--- config.mk ---
export PLATFORM = sky130hd
export DESIGN_NAME = positional_array_list
export DESIGN_NICKNAME = d
export VERILOG_FILES = /design/src/rtl/pal_pkg.sv /design/src/rtl/pal_cell.sv /design/src/rtl/positional_array_list.sv
export SDC_FILE = /design/constraint.sdc
export NUM_CORES = 2
export LEC_CHECK = 0
export ABC_AREA = 1
export BUFFER_PORTS_ARGS = -buffer_cell sky130_fd_sc_hd__buf_2
export CORE_ASPECT_RATIO = 1.2
export CORE_UTILIZATION = 50
export CTS_BUF_LIST = sky130_fd_sc_hd__clkbuf_4 sky130_fd_sc_hd__clkbuf_8
export CTS_CLUSTER_DIAMETER = 150
export CTS_CLUSTER_SIZE = 24
export DETAILED_ROUTE_END_ITERATION = 16
export PLACE_DENSITY = 0.68
export SYNTH_ARGS = -nofsm -noshare
export SYNTH_HDL_FRONTEND = slang
export SYNTH_SLANG_ARGS = --single-unit
--- constraint.sdc ---
create_clock -name clock -period 4.6 [get_ports clock]
set_clock_uncertainty 0.15 [all_clocks]
set_input_delay 0.46 -clock clock [delete_from_list [all_inputs] [get_ports clock]]
set_output_delay 0.46 -clock clock [all_outputs]
set_load 0.01 [all_outputs]
--- src/rtl/pal_pkg.sv ---
// Shared types, request and status codes for the positional array list.
package pal_pkg;

   localparam int DEFAULT_CAPACITY = 16;
   localparam int VALUE_W          = 32;
   localparam int REQ_W            = 3;
   localparam int POS_W            = 4;
   localparam int STATUS_W         = 3;

   localparam logic [REQ_W-1:0] OP_INSERT  = 3'd0;
   localparam logic [REQ_W-1:0] OP_DELETE  = 3'd1;
   localparam logic [REQ_W-1:0] OP_UPDATE  = 3'd2;
   localparam logic [REQ_W-1:0] OP_SEARCH  = 3'd3;
   localparam logic [REQ_W-1:0] OP_DISPLAY = 3'd4;

   localparam logic [STATUS_W-1:0] STAT_OK       = 3'd0;
   localparam logic [STATUS_W-1:0] STAT_NOTFOUND = 3'd1;
   localparam logic [STATUS_W-1:0] STAT_FULL     = 3'd2;
   localparam logic [STATUS_W-1:0] STAT_BADPOS   = 3'd3;
   localparam logic [STATUS_W-1:0] STAT_EMPTY    = 3'd4;

   // Per-cell load select; at most one is set in a cycle.
   typedef struct packed {
      logic take_new;
      logic take_left;
      logic take_right;
   } cell_ctl_type;

endpackage

--- src/rtl/pal_cell.sv ---
// One storage cell of the list chain: loads a new value or a neighbor's value.
module pal_cell (
   input  logic                         clock,
   input  pal_pkg::cell_ctl_type        ctl,
   input  logic [pal_pkg::VALUE_W-1:0]  new_val,
   input  logic [pal_pkg::VALUE_W-1:0]  left_val,
   input  logic [pal_pkg::VALUE_W-1:0]  right_val,
   output logic [pal_pkg::VALUE_W-1:0]  val
);
   import pal_pkg::*;

   logic [VALUE_W-1:0] val_ff;
   logic [VALUE_W-1:0] val_in;

   always_comb begin
      val_in = val_ff;
      if (ctl.take_new) begin
         val_in = new_val;
      end else if (ctl.take_left) begin
         val_in = left_val;
      end else if (ctl.take_right) begin
         val_in = right_val;
      end
   end

   // payload only, no reset
   always_ff @(posedge clock) begin
      val_ff <= val_in;
   end

   assign val = val_ff;

endmodule

--- src/rtl/positional_array_list.sv ---
// Top level of the positional array list: cell chain, control and result register.
//
// Ordered list of up to CAPACITY signed 32-bit values held in a chain of cells,
// one value per cell, plus an element count. Insert shifts the cells at and above
// the position up by one, delete shifts them down, update loads one cell; an
// unused request code gives no result. Search and display compare every cell at
// once when the transaction is taken, then rotate the whole chain one place per
// cycle, holding while the result side stalls a matching element in cell 0, so
// element k sits in cell 0 on scan step k and is sent from there; the rotation
// brings the list back home at the end. A search or display therefore holds the
// block until the rotation is through; a search with no match or a display of an
// empty list does not rotate. Results pass through one output register; a new
// request is taken only when that register is empty or its result is taken in
// the same cycle, so a result stalled on rsp_ready also holds off req_ready.
// Elements never written hold undefined data, but only entries below the count
// are ever read. Reset empties the list.
module positional_array_list #(
   parameter int CAPACITY = pal_pkg::DEFAULT_CAPACITY
) (
   input  logic                           clock,
   input  logic                           reset,
   input  logic                           req_valid,
   output logic                           req_ready,
   input  logic [pal_pkg::REQ_W-1:0]      req_type,
   input  logic [pal_pkg::POS_W-1:0]      req_position,
   input  logic signed [pal_pkg::VALUE_W-1:0] req_item_value,
   output logic                           rsp_valid,
   input  logic                           rsp_ready,
   output logic [pal_pkg::STATUS_W-1:0]   rsp_status,
   output logic [pal_pkg::POS_W-1:0]      rsp_index_out,
   output logic signed [pal_pkg::VALUE_W-1:0] rsp_value_out,
   output logic                           rsp_last
);
   import pal_pkg::*;

   localparam int CW = $clog2(CAPACITY + 1);        // count width
   localparam int IW = $clog2(CAPACITY);            // scan index width
   localparam int WW = ((CW > POS_W) ? CW : POS_W) + 1;  // compare width

   localparam logic STATE_IDLE = 1'b0;
   localparam logic STATE_SCAN = 1'b1;

   // cell chain
   logic [VALUE_W-1:0] cell_val [CAPACITY];
   cell_ctl_type       ctl      [CAPACITY];

   // control state
   logic                state_ff, state_in;
   logic [CW-1:0]       count_ff, count_in;
   logic [CAPACITY-1:0] mask_ff,  mask_in;     // elements still to send in this scan
   logic [IW-1:0]       idx_ff,   idx_in;      // element currently in cell 0

   // result register
   logic                rsp_valid_ff, rsp_valid_in;
   logic [STATUS_W-1:0] rsp_status_ff, rsp_status_in;
   logic [POS_W-1:0]    rsp_index_ff,  rsp_index_in;
   logic [VALUE_W-1:0]  rsp_value_ff,  rsp_value_in;
   logic                rsp_last_ff,   rsp_last_in;

   logic                accept;
   logic                out_free;
   logic                step;
   logic                emit;
   logic                full;
   logic                in_range;
   logic [WW-1:0]       pos_w;
   logic [WW-1:0]       cnt_w;
   logic [CAPACITY-1:0] scan_mask;
   logic [VALUE_W-1:0]  gone_val;

   genvar g;
   generate
      for (g = 0; g < CAPACITY; g++) begin : g_cell
         logic [VALUE_W-1:0] left_val;
         logic [VALUE_W-1:0] right_val;
         if (g == 0) begin : g_first
            assign left_val = '0;
         end else begin : g_mid
            assign left_val = cell_val[g-1];
         end
         // last cell wraps to cell 0 so a full rotation restores the list
         if (g == CAPACITY - 1) begin : g_wrap
            assign right_val = cell_val[0];
         end else begin : g_next
            assign right_val = cell_val[g+1];
         end
         pal_cell u_cell (
            .clock     (clock),
            .ctl       (ctl[g]),
            .new_val   (req_item_value),
            .left_val  (left_val),
            .right_val (right_val),
            .val       (cell_val[g])
         );
      end
   endgenerate

   assign out_free  = !rsp_valid_ff || rsp_ready;
   assign req_ready = (state_ff == STATE_IDLE) && out_free;
   assign accept    = req_valid && req_ready;
   assign step      = (state_ff == STATE_SCAN) && (!mask_ff[0] || out_free);

   assign pos_w    = WW'(req_position);
   assign cnt_w    = WW'(count_ff);
   assign full     = (count_ff >= CW'(CAPACITY));
   assign in_range = (pos_w < cnt_w);

   // elements a search or display will send, found in parallel at accept
   always_comb begin
      for (int i = 0; i < CAPACITY; i++) begin
         scan_mask[i] = (WW'(i) < cnt_w) &&
                        ((req_type == OP_DISPLAY) || (cell_val[i] == req_item_value));
      end
   end

   // value removed by a delete; position reaches only the low cells
   always_comb begin
      gone_val = '0;
      for (int i = 0; i < CAPACITY; i++) begin
         if ((i < (1 << POS_W)) && (WW'(i) == pos_w)) begin
            gone_val = cell_val[i];
         end
      end
   end

   always_comb begin
      state_in      = state_ff;
      count_in      = count_ff;
      mask_in       = mask_ff;
      idx_in        = idx_ff;
      emit          = 1'b0;
      rsp_status_in = STAT_OK;
      rsp_index_in  = '0;
      rsp_value_in  = '0;
      rsp_last_in   = 1'b1;
      for (int i = 0; i < CAPACITY; i++) begin
         ctl[i] = '0;
      end

      if (accept) begin
         case (req_type)
            OP_INSERT: begin
               emit         = 1'b1;
               rsp_index_in = req_position;
               if (full) begin
                  rsp_status_in = STAT_FULL;
               end else if (pos_w > cnt_w) begin
                  rsp_status_in = STAT_BADPOS;
               end else begin
                  for (int i = 0; i < CAPACITY; i++) begin
                     ctl[i].take_new  = (WW'(i) == pos_w);
                     ctl[i].take_left = (WW'(i) > pos_w) && (WW'(i) <= cnt_w);
                  end
                  count_in     = CW'(count_ff + 1'b1);
                  rsp_value_in = req_item_value;
               end
            end
            OP_DELETE: begin
               emit         = 1'b1;
               rsp_index_in = req_position;
               if (!in_range) begin
                  rsp_status_in = STAT_BADPOS;
               end else begin
                  for (int i = 0; i < CAPACITY; i++) begin
                     ctl[i].take_right = (WW'(i) >= pos_w) && (WW'(i + 1) < cnt_w);
                  end
                  count_in     = CW'(count_ff - 1'b1);
                  rsp_value_in = gone_val;
               end
            end
            OP_UPDATE: begin
               emit         = 1'b1;
               rsp_index_in = req_position;
               if (!in_range) begin
                  rsp_status_in = STAT_BADPOS;
               end else begin
                  for (int i = 0; i < CAPACITY; i++) begin
                     ctl[i].take_new = (WW'(i) == pos_w);
                  end
                  rsp_value_in = req_item_value;
               end
            end
            OP_SEARCH, OP_DISPLAY: begin
               if (scan_mask == '0) begin
                  emit          = 1'b1;
                  rsp_status_in = (req_type == OP_SEARCH) ? STAT_NOTFOUND : STAT_EMPTY;
               end else begin
                  state_in = STATE_SCAN;
                  mask_in  = scan_mask;
                  idx_in   = '0;
               end
            end
            default: begin
               // unused codes: dropped, no result
            end
         endcase
      end else if (step) begin
         // rotate the chain one place toward cell 0
         for (int i = 0; i < CAPACITY; i++) begin
            ctl[i].take_right = 1'b1;
         end
         mask_in = mask_ff >> 1;
         idx_in  = IW'(idx_ff + 1'b1);
         if (mask_ff[0]) begin
            emit          = 1'b1;
            rsp_status_in = STAT_OK;
            rsp_index_in  = POS_W'(idx_ff);
            rsp_value_in  = cell_val[0];
            rsp_last_in   = ((mask_ff >> 1) == '0);
         end
         if (idx_ff == IW'(CAPACITY - 1)) begin
            state_in = STATE_IDLE;
         end
      end
   end

   assign rsp_valid_in = emit || (rsp_valid_ff && !rsp_ready);

   always_ff @(posedge clock) begin
      if (reset) begin
         state_ff     <= STATE_IDLE;
         count_ff     <= '0;
         rsp_valid_ff <= 1'b0;
      end else begin
         state_ff     <= state_in;
         count_ff     <= count_in;
         rsp_valid_ff <= rsp_valid_in;
      end
   end

   always_ff @(posedge clock) begin
      mask_ff <= mask_in;
      idx_ff  <= idx_in;
      if (emit) begin
         rsp_status_ff <= rsp_status_in;
         rsp_index_ff  <= rsp_index_in;
         rsp_value_ff  <= rsp_value_in;
         rsp_last_ff   <= rsp_last_in;
      end
   end

   assign rsp_valid     = rsp_valid_ff;
   assign rsp_status    = rsp_status_ff;
   assign rsp_index_out = rsp_index_ff;
   assign rsp_value_out = rsp_value_ff;
   assign rsp_last      = rsp_last_ff;

`ifndef ASSERT_OFF
   a_count_bound: assert property (@(posedge clock) disable iff (reset)
      count_ff <= CW'(CAPACITY))
      else $error("element count above capacity");

   a_ready_idle: assert property (@(posedge clock) disable iff (reset)
      req_ready |-> (state_ff == STATE_IDLE))
      else $error("request taken during a scan");

   a_count_hold: assert property (@(posedge clock) disable iff (reset)
      !(req_valid && req_ready) |=> (count_ff == $past(count_ff)))
      else $error("count changed without a transaction");

   a_scan_start: assert property (@(posedge clock) disable iff (reset)
      (state_ff == STATE_SCAN && idx_ff == '0) |-> (mask_ff != '0))
      else $error("scan started with nothing to send");

   a_emit_free: assert property (@(posedge clock) disable iff (reset)
      emit |-> out_free)
      else $error("result overwritten before it was taken");
`endif

endmodule
==> flow_summary.json <==
{
  "outcome": "complete, no violations",
  "cp_slowest_cell": "dfxtp_1",
  "gp_congestion": 1.07,
  "tightest_slew_ns": 1.05,
  "async_flop_share": 0,
  "dp.final_hpwl_microns": 124000,
  "grt_overflow": 0,
  "die_x_microns": 266,
  "finalCoreUtilization": 0.540,
  "fillers": 8116,
  "tns_ns": 0,
  "synth-main-ff-cell": "edfxtp_1",
  "hold_viol": 0,
  "postPlaceCellArea_sq_mm": 0.0439,
  "first_global_vias": 38800,
  "postSynthAreaPerCell_sq_um": 7.30,
  "fin_cells": 6782,
  "critPathRequiredTime_ns": 4.95,
  "worstSetupPathType": "reg -> reg",
  "die_height_microns": 319,
  "slew_violations": 0,
  "placed_cells": 6727,
  "numPortBuffers": 84,
  "cp_top_family": "simple AND/OR/NAND/NOR gates",
  "pin_count": 85,
  "period_needed_ns": 3.98,
  "clk_path_buf_depth": 3,
  "viasPerCell": 6.31,
  "synth_edf_count": 572,
  "fin_crit_sh": 0.866,
  "detail-route-antenna-nets": 0,
  "worst_r2r_path_depth": 16,
  "yosysSeqAreaShare": 0.415,
  "whs_ns": 0.0128,
  "route.final.wire_length_microns": 182000,
  "endpoint_kind": "flop",
  "ir_drop_mv": 0.171,
  "p_per_area_mw_per_mm2": 226,
  "grt_max_degree": 66,
  "cts_sinks": 579,
  "crit_cells": 16,
  "start_util": 0.507,
  "syn_nets": 5768,
  "drv_cap": 0,
  "nNetsFinal": 5704,
  "num_vias": 42800,
  "yosys_warnings": 0,
  "max_freq_mhz": 251,
  "drc_errors": 0,
  "final_common_cell": "nand2_1",
  "whs_path_depth": 4,
  "syn_area_sq_mm": 0.0417,
  "rsz0062_at_grt": "no",
  "ys_ff_latch": 579,
  "fin_area_sq_mm": 0.0445,
  "ctsRootBufferMaster": "clkbuf_8",
  "synth.mux.area_fraction": 0.000540,
  "drtPass1Iterations": 7,
  "wire_per_inst_microns": 26.9,
  "final_cell_mix": "nand2_1 (1962), edfxtp_1 (572), inv_1 (545), o21ai_0 (468), nor2_1 (326)",
  "synth_top_family_by_area": "simple AND/OR/NAND/NOR gates",
  "rows": 115,
  "synth.distinct_cells": 41,
  "p_leak_nw": 18.2,
  "worstHoldPathType": "in -> reg",
  "cp_max_fo": 29,
  "grt_usage": 0.422,
  "cp_cell_sequence": "inv_2 > ha_1 > nand2_1 > inv_1 > o21ai_1 > nand3_2 > nand2_1 > inv_2 > nor2_4 > inv_2 > nor2_4 > nand3_2 > buf_4 > mux2_2 > nand2_1 > o21ai_1",
  "die_area_sq_mm": 0.0846,
  "coreArea_sq_mm": 0.0823,
  "post_cts_resized": 0,
  "netlist_instances": 5715,
  "relSlewSlack": 0.301,
  "clk_pin_slew_ns": 0.20,
  "numCtsBuffers": 28,
  "synth_compound_area_frac": 0.175,
  "antenna_found_initial": 15,
  "clock_latency_ns": 0.80,
  "syn_to_final_growth_pct": 6.53,
  "synthAdderAreaFrac": 0.00300,
  "setup_viol": 0,
  "synthXorXnorAreaFrac": 0.0621,
  "cp_data_arrival_time_ns": 4.34,
  "first_iter_violations": 6725,
  "cpPeakStageDelay_ns": 0.61,
  "start_kind": "flop",
  "drive_above_1_share": 0.0763,
  "synth-simple-area-share": 0.251,
  "cts_setup_buffers": 0,
  "cts_max_level": 1,
  "cts_tree": "yes",
  "grt_first_pass_wirelength_microns": 262000,
  "critPathBufInv": 5
}
## logic make-up (layout without fill, tap and decap cells)
family | count (synthesis) | after routing
compound gates | 1245 | 1245
xor+xnor | 296 | 296
fa+ha+maj | 10 | 10
buf+inv | 969 | 918
flops | 579 | 579
mux | 2 | 2
other cells | 0 | 7
simple gates | 2614 | 2614
## worst min-delay path, stage by stage
cell	delay [ns]
buf_2	0.14
nor2_1	0.08
nand2_1	0.08
a21oi_1	0.06
## synth_stat cells (10+ instances only)
cell / n / area share
ha_1: 10 / 0.0030
nand3_1: 80 / 0.0096
xnor2_1: 296 / 0.062
nand2_1: 1972 / 0.18
a211oi_1: 66 / 0.012
o311ai_0: 12 / 0.0025
nor2_1: 334 / 0.030
edfxtp_1: 572 / 0.41
o21ai_1: 175 / 0.021
inv_2: 12 / 0.0011
buf_4: 11 / 0.0020
buf_1: 23 / 0.0021
clkbuf_1: 232 / 0.021
nand4_1: 150 / 0.022
clkinv_1: 12 / 0.0011
buf_2: 125 / 0.015
o211ai_1: 323 / 0.058
a21oi_1: 182 / 0.022
o21ai_0: 470 / 0.056
inv_1: 546 / 0.049
or2_2: 23 / 0.0034
nor3_1: 27 / 0.0032
## worst paths after layout
path	to	from	slack (ns)
setup / recovery	g_cell[11].u_cell.val[30]$_DFFE_PP_	count_ff[2]$_SDFFE_PP0P_	0.62
setup reg to reg	g_cell[11].u_cell.val[30]$_DFFE_PP_	count_ff[2]$_SDFFE_PP0P_	0.62
hold reg to reg	state_ff$_SDFFE_PP0P_	state_ff$_SDFFE_PP0P_	0.36
hold / removal	rsp_status[1]$_SDFFCE_PN0P_	req_type[1]	0.01
## power by group
| group | switching, W | internal (W) | leakage [nW] |
|---|---|---|---|
| sequential | 0.0000921 | 0.00589 | 5.24 |
| combinational | 0.00110 | 0.000474 | 12.7 |
| clock | 0.00181 | 0.000688 | 0.271 |
| total | 0.00300 | 0.00705 | 18.2 |
## metrics by stage
step | setup slack, ns | total power (W)
floorplan | -0.0609 | 0.00702
global placement | 0.636 | 0.00759
detailed placement | 0.628 | 0.00760
CTS | 0.830 | 0.00998
global route | 0.486 | 0.0103
finish | 0.616 | 0.0101
## repair_timing
| item | in CTS | in global routing |
|---|---|---|
| endpoints found under the setup margin | 0 | 0 |
| hold buffers | 5 | 0 |
| hold endpoints to repair | 8 | 0 |
## state kept, by name, summed over array words and instances, names as in the netlist
name	flops
idx_ff	4
rsp_last	1
rsp_value_out	32
rsp_status	3
rsp_valid	1
count_ff	5
g_cell.u_cell.val	512
rsp_index_out	4
mask_ff	16
state_ff	1
## metal layers
metal | vias to the layer above | global-route usage | wire length [microns]
li1 | 18800 | - | -
met1 | 19900 | 0.557 | 66600
met2 | 3341 | 0.613 | 75300
met3 | 657 | 0.131 | 28000
met4 | 12 | 0.231 | 12400
met5 | - | 0 | 78
## final cells by class
cell class | instances | area (sq um) | share of cell area
Antenna cell | 7 | 17.5 | 0.000394
Clock buffer | 41 | 489 | 0.0110
Clock inverter | 2 | 23.8 | 0.000535
Inverter | 570 | 2140 | 0.0481
Multi-Input combinational cell | 4167 | 20700 | 0.466
Sequential cell | 579 | 17300 | 0.389
Tap cell | 1111 | 1390 | 0.0313
Timing Repair Buffer | 305 | 2350 | 0.0530
Power figures use the tool's default switching activity.
